## src/design/assert_macros.svh

```systemverilog
// Assertion macros used by the watchdog top-level RTL file
`ifndef ASSERT_MACROS_SVH
`define ASSERT_MACROS_SVH

// check a property on every clock edge outside reset
`define MTLW_ASSERT(lbl, prop, msg) \
  lbl: assert property (@(posedge clk) disable iff (!rst_n) (prop)) else $error(msg);

// check that a condition implies a consequence in the same cycle
`define MTLW_ASSERT_IMPL(lbl, ante, cons, msg) \
  lbl: assert property (@(posedge clk) disable iff (!rst_n) (ante) |-> (cons)) else $error(msg);

// check that a condition implies a consequence in the next cycle
`define MTLW_ASSERT_NEXT(lbl, ante, cons, msg) \
  lbl: assert property (@(posedge clk) disable iff (!rst_n) (ante) |=> (cons)) else $error(msg);

`endif

```

## src/design/mtlw_pkg.sv

```systemverilog
// Types and constants of the multi-task liveness watchdog
package mtlw_pkg;

  localparam int SLOTS     = 8;
  localparam int ID_BITS   = 16;
  localparam int IDX_W     = (SLOTS > 1) ? $clog2(SLOTS) : 1;
  localparam int CNT_W     = $clog2(SLOTS + 1);
  localparam int TASK_ID_W = 16;
  localparam int PERIOD_W  = 16;
  localparam int STATUS_W  = 2;
  localparam int OUT_IDX_W = 3;
  localparam int OUT_MSK_W = 8;
  localparam int OUT_CNT_W = 4;

  localparam logic [PERIOD_W-1:0] PERIOD_RESET = PERIOD_W'(5000);

  typedef enum logic [2:0] {
    MODE_REG      = 3'd0,
    MODE_DEL      = 3'd1,
    MODE_SUSP     = 3'd2,
    MODE_RES      = 3'd3,
    MODE_CHECKIN  = 3'd4,
    MODE_SUSP_ALL = 3'd5,
    MODE_RES_ALL  = 3'd6,
    MODE_TICK     = 3'd7
  } mode_t;

  typedef enum logic [1:0] {
    MARK_DOWN  = 2'd0,
    MARK_ALIVE = 2'd1,
    MARK_SUSP  = 2'd2
  } mark_t;

  typedef enum logic [STATUS_W-1:0] {
    ST_DONE      = 2'd0,
    ST_NOT_FOUND = 2'd1,
    ST_FULL      = 2'd2
  } status_t;

  // word travelling along the row of slot cells
  typedef struct packed {
    logic               vld;
    mode_t              mode;
    logic [ID_BITS-1:0] id;
    logic               hit;
    logic [IDX_W-1:0]   index;
    logic               fire;
    logic [SLOTS-1:0]   mask;
    logic [CNT_W-1:0]   count;
  } wave_t;

endpackage

```

## src/design/multi_task_liveness_watchdog.sv

```systemverilog
// Top level of the multi-task liveness watchdog: command port, tick counter, slot row
//
// Usage:
//   Command channel: drive in_mode and in_task_id with start high; the word is
//   taken at the rising edge where start is high and busy is low.
//   Result channel: out_valid is high for exactly one cycle with out_status,
//   out_slot_index, out_check_fired, out_dead_mask and out_dead_count. The
//   receiver cannot stall; the result must be taken in that cycle.
//   Configuration: cfg_data with cfg_valid writes the check period; cfg_ready is
//   always high. Write it only while the block is idle.
//   Row: a command walks the row of SLOTS slot cells one cell per cycle, and
//   its result strobes as the word leaves the last cell.
//   Ordering: one command in the row at a time; busy drops in the result cycle,
//   so the next command may be taken at the edge that ends it.
//   Reset (synchronous, rst_n low): all slots free, tick count zero, check
//   period 5000, no command in flight.
`include "assert_macros.svh"

module multi_task_liveness_watchdog (
  input  logic                                clk,
  input  logic                                rst_n,
  input  logic                                start,
  output logic                                busy,
  input  logic [2:0]                          in_mode,
  input  logic [mtlw_pkg::TASK_ID_W-1:0]      in_task_id,
  output logic                                out_valid,
  output logic [mtlw_pkg::STATUS_W-1:0]       out_status,
  output logic [mtlw_pkg::OUT_IDX_W-1:0]      out_slot_index,
  output logic                                out_check_fired,
  output logic [mtlw_pkg::OUT_MSK_W-1:0]      out_dead_mask,
  output logic [mtlw_pkg::OUT_CNT_W-1:0]      out_dead_count,
  input  logic                                cfg_valid,
  output logic                                cfg_ready,
  input  logic [mtlw_pkg::PERIOD_W-1:0]       cfg_data
);

  mtlw_pkg::wave_t                  waves [mtlw_pkg::SLOTS+1];
  mtlw_pkg::wave_t                  last;
  mtlw_pkg::mode_t                  mode_in;
  mtlw_pkg::status_t                status;
  logic [mtlw_pkg::SLOTS-1:0]       wave_vld;
  logic [mtlw_pkg::PERIOD_W-1:0]    period_r, period_nxt;
  logic [mtlw_pkg::PERIOD_W-1:0]    tick_r, tick_nxt, tick_eff;
  logic [mtlw_pkg::PERIOD_W:0]      tick_inc;
  logic                             busy_r, busy_nxt;
  logic                             accept, resume_clr, fire;

  assign mode_in    = mtlw_pkg::mode_t'(in_mode);
  assign accept     = start && !busy;
  assign last       = waves[mtlw_pkg::SLOTS];
  assign cfg_ready  = 1'b1;
  assign busy       = busy_r && !last.vld;

  // a resume that found its slot restarts the period as it leaves the row
  assign resume_clr = last.vld && (last.mode == mtlw_pkg::MODE_RES) && last.hit;
  assign tick_eff   = resume_clr ? '0 : tick_r;
  assign tick_inc   = {1'b0, tick_eff} + (mtlw_pkg::PERIOD_W+1)'(1);
  assign fire       = (tick_inc >= {1'b0, period_r});

  always_comb begin
    waves[0].vld   = accept;
    waves[0].mode  = mode_in;
    waves[0].id    = mtlw_pkg::ID_BITS'(in_task_id);
    waves[0].hit   = 1'b0;
    waves[0].index = '0;
    waves[0].fire  = (mode_in == mtlw_pkg::MODE_TICK) && fire;
    waves[0].mask  = '0;
    waves[0].count = '0;
  end

  for (genvar k = 0; k < mtlw_pkg::SLOTS; k++) begin : g_cell
    mtlw_cell u_cell (
      .clk      (clk),
      .rst_n    (rst_n),
      .slot_num (mtlw_pkg::IDX_W'(k)),
      .wave_in  (waves[k]),
      .wave_out (waves[k+1])
    );
    assign wave_vld[k] = waves[k+1].vld;
  end

  always_comb begin
    tick_nxt   = tick_eff;
    period_nxt = cfg_valid ? cfg_data : period_r;
    busy_nxt   = accept ? 1'b1 : (last.vld ? 1'b0 : busy_r);
    if (accept) begin
      case (mode_in)
        mtlw_pkg::MODE_TICK:     tick_nxt = fire ? '0 : tick_inc[mtlw_pkg::PERIOD_W-1:0];
        mtlw_pkg::MODE_SUSP_ALL: tick_nxt = '0;
        mtlw_pkg::MODE_RES_ALL:  tick_nxt = '0;
        default: ;
      endcase
    end
  end

  always_ff @(posedge clk) begin
    if (!rst_n) begin
      period_r <= mtlw_pkg::PERIOD_RESET;
      tick_r   <= '0;
      busy_r   <= 1'b0;
    end else begin
      period_r <= period_nxt;
      tick_r   <= tick_nxt;
      busy_r   <= busy_nxt;
    end
  end

  always_comb begin
    status = mtlw_pkg::ST_DONE;
    if (last.mode == mtlw_pkg::MODE_REG) begin
      status = last.hit ? mtlw_pkg::ST_DONE : mtlw_pkg::ST_FULL;
    end else if (last.mode inside {mtlw_pkg::MODE_DEL, mtlw_pkg::MODE_SUSP,
                                   mtlw_pkg::MODE_RES, mtlw_pkg::MODE_CHECKIN}) begin
      status = last.hit ? mtlw_pkg::ST_DONE : mtlw_pkg::ST_NOT_FOUND;
    end
  end

  assign out_valid       = last.vld;
  assign out_status      = status;
  assign out_slot_index  = mtlw_pkg::OUT_IDX_W'(last.index);
  assign out_check_fired = last.fire;
  assign out_dead_mask   = mtlw_pkg::OUT_MSK_W'(last.mask);
  assign out_dead_count  = mtlw_pkg::OUT_CNT_W'(last.count);

  `MTLW_ASSERT(a_one_word_in_row, $onehot0(wave_vld), "more than one word in the slot row")
  `MTLW_ASSERT_IMPL(a_idle_row_empty, !busy_r, wave_vld == '0, "word in row while idle")
  `MTLW_ASSERT_IMPL(a_result_when_busy, out_valid, busy_r, "result strobe without command")
  `MTLW_ASSERT_NEXT(a_accept_sets_busy, accept, busy_r, "busy not held after acceptance")
  `MTLW_ASSERT_IMPL(a_fire_on_tick, out_valid && out_check_fired,
                    (last.mode == mtlw_pkg::MODE_TICK) && (out_status == mtlw_pkg::ST_DONE),
                    "check fired on a non-tick command")

endmodule

```

## src/design/mtlw_cell.sv

```systemverilog
// One watched slot of the watchdog row, acting on the word handed along the row
module mtlw_cell (
  input  logic                         clk,
  input  logic                         rst_n,
  input  logic [mtlw_pkg::IDX_W-1:0]   slot_num,
  input  mtlw_pkg::wave_t              wave_in,
  output mtlw_pkg::wave_t              wave_out
);

  logic                           used_r, used_nxt;
  logic [mtlw_pkg::ID_BITS-1:0]   task_r, task_nxt;
  mtlw_pkg::mark_t                mark_r, mark_nxt;
  mtlw_pkg::wave_t                wave_r, wave_nxt;
  logic                           match;

  always_comb begin
    used_nxt = used_r;
    task_nxt = task_r;
    mark_nxt = mark_r;
    wave_nxt = wave_in;
    match    = used_r && (task_r == wave_in.id) && !wave_in.hit;
    if (wave_in.vld) begin
      case (wave_in.mode)
        mtlw_pkg::MODE_REG: begin
          if (!wave_in.hit && !used_r) begin
            used_nxt       = 1'b1;
            task_nxt       = wave_in.id;
            mark_nxt       = mtlw_pkg::MARK_ALIVE;
            wave_nxt.hit   = 1'b1;
            wave_nxt.index = slot_num;
          end
        end
        mtlw_pkg::MODE_DEL: begin
          if (match) begin
            used_nxt       = 1'b0;
            task_nxt       = '0;
            mark_nxt       = mtlw_pkg::MARK_DOWN;
            wave_nxt.hit   = 1'b1;
            wave_nxt.index = slot_num;
          end
        end
        mtlw_pkg::MODE_SUSP: begin
          if (match) begin
            mark_nxt       = mtlw_pkg::MARK_SUSP;
            wave_nxt.hit   = 1'b1;
            wave_nxt.index = slot_num;
          end
        end
        mtlw_pkg::MODE_RES: begin
          if (match) begin
            mark_nxt       = mtlw_pkg::MARK_DOWN;
            wave_nxt.hit   = 1'b1;
            wave_nxt.index = slot_num;
          end
        end
        mtlw_pkg::MODE_CHECKIN: begin
          if (match) begin
            mark_nxt       = mtlw_pkg::MARK_ALIVE;
            wave_nxt.hit   = 1'b1;
            wave_nxt.index = slot_num;
          end
        end
        mtlw_pkg::MODE_SUSP_ALL: begin
          if (used_r) mark_nxt = mtlw_pkg::MARK_SUSP;
        end
        mtlw_pkg::MODE_RES_ALL: begin
          if (used_r) mark_nxt = mtlw_pkg::MARK_DOWN;
        end
        mtlw_pkg::MODE_TICK: begin
          if (wave_in.fire && used_r) begin
            case (mark_r)
              mtlw_pkg::MARK_ALIVE: mark_nxt = mtlw_pkg::MARK_DOWN;
              mtlw_pkg::MARK_DOWN: begin
                wave_nxt.mask  = wave_in.mask | (mtlw_pkg::SLOTS'(1) << slot_num);
                wave_nxt.count = wave_in.count + mtlw_pkg::CNT_W'(1);
              end
              default: ;
            endcase
          end
        end
        default: ;
      endcase
    end
  end

  always_ff @(posedge clk) begin
    if (!rst_n) begin
      used_r <= 1'b0;
      task_r <= '0;
      mark_r <= mtlw_pkg::MARK_DOWN;
      wave_r <= '0;
    end else begin
      used_r <= used_nxt;
      task_r <= task_nxt;
      mark_r <= mark_nxt;
      wave_r <= wave_nxt;
    end
  end

  assign wave_out = wave_r;

endmodule
```

## config.mk

```make
export PLATFORM = sky130hd
export DESIGN_NAME = multi_task_liveness_watchdog
export DESIGN_NICKNAME = d
export VERILOG_FILES = /design/src/design/mtlw_pkg.sv /design/src/design/multi_task_liveness_watchdog.sv /design/src/design/mtlw_cell.sv
export VERILOG_INCLUDE_DIRS = /design/src /design/src/design
export SDC_FILE = /design/constraint.sdc
export NUM_CORES = 1
export LEC_CHECK = 0
export ABC_AREA = 1
export BUFFER_PORTS_ARGS = -buffer_cell sky130_fd_sc_hd__buf_2
export CAP_MARGIN = 20
export CORE_MARGIN = 3
export CORE_UTILIZATION = 41
export CTS_BUF_LIST = sky130_fd_sc_hd__clkbuf_4
export DETAILED_ROUTE_END_ITERATION = 8
export HOLD_SLACK_MARGIN = 0.1
export PLACE_DENSITY_LB_ADDON = 0.3
export SLEW_MARGIN = 20
export SYNTH_ARGS = -nofsm -noshare
export SYNTH_HDL_FRONTEND = slang
export SYNTH_SLANG_ARGS = --single-unit
export TNS_END_PERCENT = 10
```

## constraint.sdc

```tcl
create_clock -name clk -period 3 [get_ports clk]
set_clock_uncertainty 0.1 [all_clocks]
set_input_delay 0.15 -clock clk [delete_from_list [all_inputs] [get_ports clk]]
set_output_delay 0.15 -clock clk [all_outputs]
set_load 0.1 [all_outputs]
```

==> impl_metrics.ini, run 1 <==
[clocking]
numCtsBuffers = 105
clk_path_buf_depth = 3
cts_sinks = 423
insertion_delay_ns = 0.79
cts_tree = yes
cts.clk_slew.worst_paths_ns = 0.07
clock_tree.root_cell = clkbuf_4
htreeDepth = 3

[placement]
hpwl_um = 26390
placedInstanceArea_mm2 = 0.01899
gp_congestion = 0.8734
dp_cells = 3027
port_buffers = 58
dp_slack_ns = -0.1921

[synth]
syn_nets = 2489
seq_area_frac_synth = 0.4716
synth_common_cells = 488 x nand2_1, 432 x inv_1, 423 x dfxtp_1
synth_edf_count = 0
ys_seq_elements = 423
ys_top_cells_by_area = dfxtp_1 47%, nand2_1 10%, inv_1 9.0%
synthCells = 2427
syn_area_mm2 = 0.01796
yosys_warnings = 0
synth_top_area_frac = 0.4716
synth_cell_types = 57
synth_most_common_cell = nand2_1
avgSynthCellArea_um2 = 7.398
synth_ff_type = dfxtp_1
netlist.top_cell.by_area = dfxtp_1
async_flop_share = 0

[worst_hold_path]
min_path_cells = 5
hold_start = in_mode[1]
min-delay-path-class = input pin to flip-flop

[route]
viasPerCell = 4.756
vias = 15930
ant_nets = 0
wl_um = 40900
drtIter0Drc = 1114
drc_errors = 0
dr.pass1.iters = 6
post_drt_wl_per_cell_um = 12.21

[sta]
slew_viol_final = 0
timing.fmax_ghz = 0.3220
hold_ws_ns = 0.2450
setup_viol = 18
tightest_slew_ns = 0.8626
fin_ws_ns = -0.1059
final.setup.tns_ns = -1.099
rsz0062_at_grt = yes
relSlewSlack = 0.4196
layout_min_cycle_time_ns = 3.106
hold_violations = 0
timing.final.crit_share = 1.035

[setup_path]
critPathLaunch = g_cell[7].u_cell.wave_out[33]
endpoint_kind = flip-flop
critical_path_class = flip-flop to flip-flop
rr_startpoint = g_cell[7].u_cell.wave_out[33]
critPathLaunchType = flip-flop
r2r_cells = 20
crit_required_ns = 3.59
cp.arrival_ns = 3.70
crit_fanout = 11

[power]
p_leak_nw = 10.41
powerDensity_mw_per_mm2 = 515.5
power.total_mw = 11.21
peakVddDrop_mv = 0.3080

[floorplan]
io_pins = 60
die_y_um = 215.3
rows = 76
initial_utilization = 0.4159
die_area_mm2 = 0.04634
core_mm2 = 0.04317
chipWidth_um = 215.3

[outcome]
outcome = finished with violations
violations = negative setup slack

[global_route]
grt_max_degree = 125
grt_pass1_vias = 15330
grt-ovfl-total = 0
grt_pass1_wl_um = 68570
grtUsageTotal = 0.1733
antenna_found_initial = 2

[cells_and_area]
fin_nets = 2740
area_delta_synth_final_pct = 21.12
fin_util = 0.5038
fin_cells = 3350
drive_gt1_frac = 0.1306
fillCellCount = 4141
post-route-cell-area_mm2 = 0.02175

[run]
maxCapViolCount = 0
## timing repair
action	in CTS	in global routing
endpoints found under the setup margin	18	19
hold buffers	125	0
buffers inserted	0	4
hold endpoints to repair	380	0
pin swaps	1	15
gates resized for setup	11	19
## final cells by class
cell class	count	area, um^2	share of cell area
Tap cell	585	732.0	0.03366
Antenna cell	1	2.502	0.0001151
Sequential cell	423	8476	0.3897
Timing Repair Buffer	233	1977	0.09090
Inverter	436	1637	0.07525
Clock inverter	48	255.2	0.01174
Clock buffer	145	1089	0.05005
Multi-Input combinational cell	1479	7581	0.3486
## metal layers
metal  wire (um)  track usage  vias to the layer above
li1            -            -                     8200
met1       18270       0.2118                     7176
met2       19390       0.2946                      450
met3        1994      0.03889                      105
met4        1241      0.07314                        0
met5           0            0                        -
## final timing paths
| path | to | slack (ns) |
|---|---|---|
| max | tick_r[2] | -0.11 |
| min | g_cell[0].u_cell.mark_r[0] | 0.25 |
| max reg2reg | tick_r[2] | -0.11 |
| min reg2reg | g_cell[4].u_cell.wave_out[4] | 0.29 |
## cell usage in the layout, fill, tap and decap left out, types with 46 or more instances in the layout
cell           count
nor2_1           212
buf_4             46
dlygate4sd3_1    125
inv_1            429
clkbuf_4         145
dfxtp_1          419
nand3_1          157
buf_2             57
o21ai_0          184
nand2_1          486
a21oi_1           99
## logic make-up (layout without fill, tap and decap cells)
family / after synthesis / after routing / synth area share
AND/OR/NAND/NOR: 1010 / 1010 / 0.2463
adder cells (fa/ha/maj): 23 / 23 / 0.01603
other: 1 / 2 / 0.0002088
flip-flops: 423 / 423 / 0.4716
AO/OA/AOI/OAI: 378 / 378 / 0.1174
buffers and inverters: 525 / 862 / 0.1154
XOR/XNOR: 67 / 67 / 0.03310
## critical path, stage by stage (launching register included)
cell and delay, ns:
dfxtp_2 0.34, nand3_4 0.11, nor2_8 0.07, nor2_4 0.13, ha_4 0.15, nand3_4 0.10, nor2_4 0.18, nand2_4 0.08
nor2_4 0.13, a21boi_1 0.07, nor2_1 0.13, inv_2 0.07, ha_4 0.25, a21oi_2 0.13, o21bai_1 0.09, a41oi_2 0.22
nand3_4 0.14, nor3_4 0.17, buf_12 0.17, a22oi_1 0.07, nor2_1 0.12
## state kept, by name (all words and copies together), names as in the netlist
register	count
g_cell.u_cell.wave_out	238
g_cell.u_cell.task_r	128
g_cell.u_cell.mark_r	16
period_r	16
tick_r	16
g_cell.u_cell.used_r	8
busy_r	1
## where the power goes
part / switching (mW) / internal, mW
Clock: 2.28 / 2.43
Sequential: 0.0554 / 5.70
Combinational: 0.440 / 0.309
Total: 2.78 / 8.43
No activity file was read; power rests on OpenSTA's default activity.
==> run 2, diff against run 1 <==
- CORE_UTILIZATION: 41 -> 55
==> run 2 against run 1 <==
  * The flow still finishes with violations (negative setup slack)
  * Core utilization increased by 17 points
  * Flip-flop and latch count unchanged
  * Register-to-register slack got worse by 0.22 ns
  * Combinational power decreased by 3%
  * Sequential power about the same
  * Worst setup slack worse by 0.22 ns
  * Cell count shrank 5.6%
  * Cell area is 1.6% lower
  * Highest routed layer unchanged
==> impl_metrics.ini, run 2 (synthesis results as in run 1) <==
[power]
switching_share = 0.2398
internal-power_mw = 8.398
p_sw_mw = 2.649
powerDensity_mw_per_mm2 = 516.4
pwr-share-seq = 0.521
p_clk_frac = 0.413
p_comb_frac = 0.066
peakVddDrop_mv = 0.3857
p_leak_nw = 10.30

[floorplan]
initial_utilization = 0.5632
chipWidth_um = 186.7
core_mm2 = 0.03188
die_area_mm2 = 0.03485
die_y_um = 186.7
rows = 65
io_pins = 60

[setup_path]
crit_required_ns = 3.55
critPathLaunchType = flip-flop
crit_fanout = 11
endpoint_kind = flip-flop
cp_cell_sequence = inv_2 > nand2_4 > nor2_8 > nor2_4 > ha_4 > nand3_4 > nor2_4 > nand2_2 > nor2_4 > nand2_1 > nor2_1 > nor2_1 > inv_1 > ha_4 > a21oi_2 > o21bai_1 > a41oi_2 > nand3_4 > nor3_4 > buf_12 > a22oi_1 > nor2_1
critPathSlowestCell = dfxtp_2
reg2reg_to = tick_r[2]
cp.arrival_ns = 3.88
crit_end = tick_r[2]
critPathLaunch = g_cell[7].u_cell.wave_out[35]
rr_startpoint = g_cell[7].u_cell.wave_out[35]
worst-r2r-setup-slack_ns = -0.33
crit_path_max_incr_delay_ns = 0.34
critical_path_class = flip-flop to flip-flop
r2r_cells = 22

[clocking]
insertion_delay_ns = 0.74
htreeDepth = 3
cts.clk_slew.worst_paths_ns = 0.07
clock_tree.root_cell = clkbuf_4
numCtsBuffers = 100
cts_tree = yes
clk_path_buf_depth = 3
cts_sinks = 423

[cells_and_area]
layout_common_cells = 483 x nand2_1, 430 x inv_1, 420 x dfxtp_1, 213 x nor2_1, 184 x o21ai_0
largest_reg_flops = 238
fin_nets = 2714
area_delta_synth_final_pct = 19.13
final_common_cell = nand2_1
drive_gt1_frac = 0.1343
fin_cells = 3161
post-route-cell-area_mm2 = 0.02139

[run]
maxCapViolCount = 0

[placement]
gp_congestion = 0.8591
dp_cells = 2873
placedInstanceArea_mm2 = 0.01876
port_buffers = 58
dp_slack_ns = -0.1112
hpwl_um = 25800

[sta]
tightest_slew_ns = 0.9430
relSlewSlack = 0.3665
timing.final.crit_share = 1.110
timing.fmax_ghz = 0.3003
rsz0062_at_grt = yes
slew_viol_final = 0
setup_viol = 19
layout_min_cycle_time_ns = 3.330
hold_violations = 0
fin_ws_ns = -0.3298

[route]
viasPerCell = 5.117
post_drt_wl_per_cell_um = 12.95
wl_um = 40940
vias = 16180
drtIter0Drc = 1081
ant_nets = 0
dr.pass1.iters = 7
drc_errors = 0

[global_route]
grtUsageTotal = 0.2264
grt_max_degree = 120
grt-ovfl-total = 0
grt_pass1_wl_um = 68300
antenna_found_initial = 2
grt_pass1_vias = 15850

[worst_hold_path]
min-delay-path-class = input pin to flip-flop

[outcome]
violations = negative setup slack
outcome = finished with violations
## run 2: cell types whose count changed in the layout (fill, tap and decap cells not counted), sizes merged
cell / previous run / this run
clkbuf: 145 / 146
buf: 108 / 107
clkinv: 43 / 24
dlygate4sd3: 125 / 105
## run 2: stage by stage
step                      utilization   TNS, ns  total power, mW  hold slack, ns
final                          0.6710    -4.956            11.05          0.2327
after global placement         0.5885  -0.03664            6.422          0.2668
after CTS                      0.6635    -1.141            11.12          0.1260
after floorplan                     -    -1.262            6.271          0.1435
after global routing           0.6710    -7.802            11.56          0.1725
after detailed placement       0.5885    -1.542            6.437          0.2729
## run 2: worst max-delay path, delay by kind of cell (launching register included)
kind	cells	cell delay, ns
AO/OA/AOI/OAI	4	0.55
adder cells (fa/ha/maj)	2	0.38
buffers and inverters	3	0.34
flip-flops	1	0.34
AND/OR/NAND/NOR	13	1.53
## run 2: metal layers
layer | GRT usage | up-vias | wire length [um]
li1 | - | 8142 | -
met1 | 0.2639 | 7350 | 16970
met2 | 0.4016 | 517 | 20340
met3 | 0.03720 | 166 | 1906
met4 | 0.1157 | 0 | 1718
met5 | 0 | - | 0
## run 2: repair_timing
action | 4_1_cts | 5_1_grt
hold endpoints to repair | 380 | 0
gates resized for setup | 10 | 30
hold buffers | 105 | 0
pin swaps | 3 | 10
buffers inserted | 1 | 6
endpoints found under the setup margin | 19 | 20
## run 2: power by group through the flow
stage          Combinational (mW)  Sequential, mW  Clock [mW]
2_1_floorplan               0.410            5.86           0
3_3_place_gp                0.548            5.87           0
3_5_place_dp                0.561            5.88           0
4_1_cts                     0.681            5.75        4.69
5_1_grt                     0.806            5.76        5.00
6_report                    0.731            5.75        4.56
## run 2: cell type report
type | count | area (um^2)
Clock buffer | 146 | 1096
Inverter | 436 | 1637
Antenna cell | 1 | 2.502
Sequential cell | 423 | 8474
Tap cell | 435 | 544.3
Fill cell | 2507 | 10490
Clock inverter | 29 | 185.2
Timing Repair Buffer | 212 | 1773
Multi-Input combinational cell | 1479 | 7679
## run 2: worst min path at each step
stage | to | start | cells past startpoint
after floorplan | g_cell[0].u_cell.wave_out[17] | in_task_id[0] | 2
after global placement | period_r[3] | cfg_data[3] | 3
after detailed placement | period_r[3] | cfg_data[3] | 3
after CTS | g_cell[0].u_cell.wave_out[18] | in_task_id[1] | 4
after global routing | g_cell[0].u_cell.wave_out[17] | in_task_id[0] | 4
final | g_cell[0].u_cell.wave_out[17] | in_task_id[0] | 4
==> run 3, diff against run 2 <==
- ABC_AREA: 1 -> unset
- GPL_ROUTABILITY_DRIVEN: unset -> 0
- SKIP_CTS_REPAIR_TIMING: unset -> 1
==> run 3 against run 2 <==
  * The run still ends with negative setup slack left
  * Core utilization shrank 0.29 points
  * Maximum frequency shrank 11%
  * Global-route usage shrank 3.2 points
  * Register-to-register slack lost 0.41 ns
  * Flip-flop and latch count is the same
  * Count of clock-buffer cells in the layout grew 2
  * Via count shrank 22%
  * Combinational power shrank 21%
  * Die area shrank 7.1%
  * Non-clock buffer count grew 3
  * Highest routed layer unchanged
==> impl_metrics.ini, run 3 <==
[outcome]
outcome = finished with violations
violations = negative setup slack

[sta]
setup_viol = 20
hold_ws_ns = 0.1405
hold_violations = 0
rsz0062_at_grt = yes
timing.fmax_ghz = 0.2676
tightest_slew_ns = 1.033
slew_viol_final = 0
relSlewSlack = 0.3076
layout_min_cycle_time_ns = 3.737
fin_ws_ns = -0.7372
timing.final.crit_share = 1.246

[power]
peakVddDrop_mv = 0.3435
power.total_mw = 11.01
p_leak_nw = 8.465
pwr-share-seq = 0.525
powerDensity_mw_per_mm2 = 554.8
p_comb_frac = 0.052
switching_share = 0.2413
internal-power_mw = 8.356
p_sw_mw = 2.658
p_clk_frac = 0.423

[floorplan]
io_pins = 60
chipWidth_um = 180.0
die_area_mm2 = 0.03239
die_y_um = 180.0
core_mm2 = 0.02972
initial_utilization = 0.5602
rows = 63

[run]
maxCapViolCount = 0

[clocking]
cts.clk_slew.worst_paths_ns = 0.07
htreeDepth = 3
numCtsBuffers = 104
clock_tree.root_cell = clkbuf_4
clk_path_buf_depth = 3
cts_tree = yes
insertion_delay_ns = 0.74
cts_sinks = 423

[route]
viasPerCell = 5.324
dr.pass1.iters = 7
wl_um = 35140
ant_nets = 0
vias = 12630
drtIter0Drc = 750
drc_errors = 0
post_drt_wl_per_cell_um = 14.81

[cells_and_area]
fin_util = 0.6680
multi_input_area_mm2 = 0.007655
fin_cells = 2372
area_delta_synth_final_pct = 19.25
layout_common_cells = 421 x dfxtp_1, 173 x and2_1, 148 x clkbuf_4, 139 x a22o_1, 118 x nor2_1
fillCellCount = 2247
final_common_cell = dfxtp_1
largest_reg_flops = 238
drive_gt1_frac = 0.1671
fin_nets = 1959
seqCellArea_mm2 = 0.008473

[setup_path]
reg2reg_to = tick_r[14]
r2r_cells = 18
cp.arrival_ns = 4.30
critical_path_class = flip-flop to flip-flop
critPathLaunch = g_cell[7].u_cell.wave_out[35]
endpoint_kind = flip-flop
crit_required_ns = 3.56
crit_end = tick_r[14]
worst-r2r-setup-slack_ns = -0.74
rr_startpoint = g_cell[7].u_cell.wave_out[35]
critPathLaunchType = flip-flop
crit_fanout = 4

[synth]
synth_top_area_frac = 0.5087
seq_area_frac_synth = 0.5087
synth_common_cells = 423 x dfxtp_1, 175 x and2_1, 139 x a22o_1
ys_top_cells_by_area = dfxtp_1 51%, a22o_1 7.3%, and2_1 6.6%
yosys_warnings = 0
synth_edf_count = 0
syn_area_mm2 = 0.01665
synth_most_common_cell = dfxtp_1
synth_ff_type = dfxtp_1
netlist.top_cell.by_area = dfxtp_1
avgSynthCellArea_um2 = 9.956
synth_cell_types = 81
synthCells = 1672
syn_nets = 1734
ys_seq_elements = 423
async_flop_share = 0

[placement]
port_buffers = 58
hpwl_um = 21630
dp_slack_ns = -0.6685
dp_cells = 2085

[worst_hold_path]
min-delay-path-class = input pin to flip-flop

[global_route]
grt-ovfl-total = 0
antenna_found_initial = 1
grt_max_degree = 117
grt_pass1_wl_um = 54680
grtUsageTotal = 0.1940
grt_pass1_vias = 12040
-- run 3: changes by cell type in the layout (fill, tap and decap cells not counted), moves of 25 or more --
cell	previous run	this run
nand2_1	483	94
inv_1	430	49
and2_1	0	173
o21ai_0	184	35
a22o_1	0	139
nand3_1	158	28
nor2_1	213	118
xnor2_1	24	86
a21oi_1	99	41
xor2_1	35	83
nor3_1	44	16
mux2i_1	0	25
-- run 3: worst min path at each step --
stage / startpoint / endpoint / slack (ns) / cells past startpoint
detailed placement: cfg_data[3] / period_r[3] / 0.27 / 3
floorplan: start / busy_r / 0.17 / 2
CTS: cfg_data[3] / period_r[3] / -0.54 / 3
finish: in_task_id[14] / g_cell[0].u_cell.wave_out[31] / 0.14 / 3
global route: in_task_id[14] / g_cell[0].u_cell.wave_out[31] / 0.12 / 3
global placement: cfg_data[8] / period_r[8] / 0.27 / 3
-- run 3: power by group through the flow --
stage,combinational [mW],clock [mW],sequential (mW)
after floorplan,0.356,0,5.87
after global placement,0.447,0,5.90
after detailed placement,0.457,0,5.91
after CTS,0.460,4.80,5.78
after global routing,0.633,5.10,5.79
final,0.577,4.66,5.78
-- run 3: stage by stage --
step / area [um^2] / TNS, ns
3_3_place_gp: 17510 / -9.849
6_report: 19850 / -13.21
3_5_place_dp: 17510 / -12.54
5_1_grt: 19850 / -16.74
2_1_floorplan: 16720 / -9.286
4_1_cts: 18850 / -11.71
-- run 3: routing by layer --
layer | track usage | vias to the layer above | share of wire
li1 | - | 6293 | -
met1 | 0.2390 | 5914 | 0.43
met2 | 0.3314 | 323 | 0.49
met3 | 0.04027 | 98 | 0.049
met4 | 0.08168 | 0 | 0.029
met5 | 0 | - | 0
-- run 3: final cells by class --
cell class              count  share of cell area
well taps                 390             0.02458
clock buffers             148             0.05597
diodes                      1           0.0001261
flip-flops and latches    423              0.4268
multi-input cells        1103              0.3856
clock inverters            42             0.01135
inverters                  50            0.009454
repair buffers            215             0.08610
-- run 3: cells by family (layout without fill, tap and decap cells) --
family,after synthesis,in the layout,synth area share
and+or+nand+nor,580,580,0.1902
xor gates and xnor gates,170,170,0.08944
AOI/OAI and AO/OA,301,301,0.1380
muxes,27,27,0.01638
other,1,2,0.0002253
adders and majority gates,24,24,0.01789
buffers and inverters,146,455,0.03923
DFF,423,423,0.5087
-- run 3: worst max-delay path, stage by stage (launching register included) --
cell,delay (ns)
dfxtp_2,0.33
and4b_2,0.25
nand2_2,0.09
and2_4,0.16
ha_4,0.14
nand3_4,0.07
nor4_4,0.30
and3_4,0.25
nand3_2,0.08
xor2_2,0.17
nor2_1,0.13
ha_1,0.26
a21o_1,0.17
a21oi_2,0.15
o21ai_2,0.07
a311o_1,0.40
nor2_4,0.21
nand3_2,0.15
o31ai_1,0.22
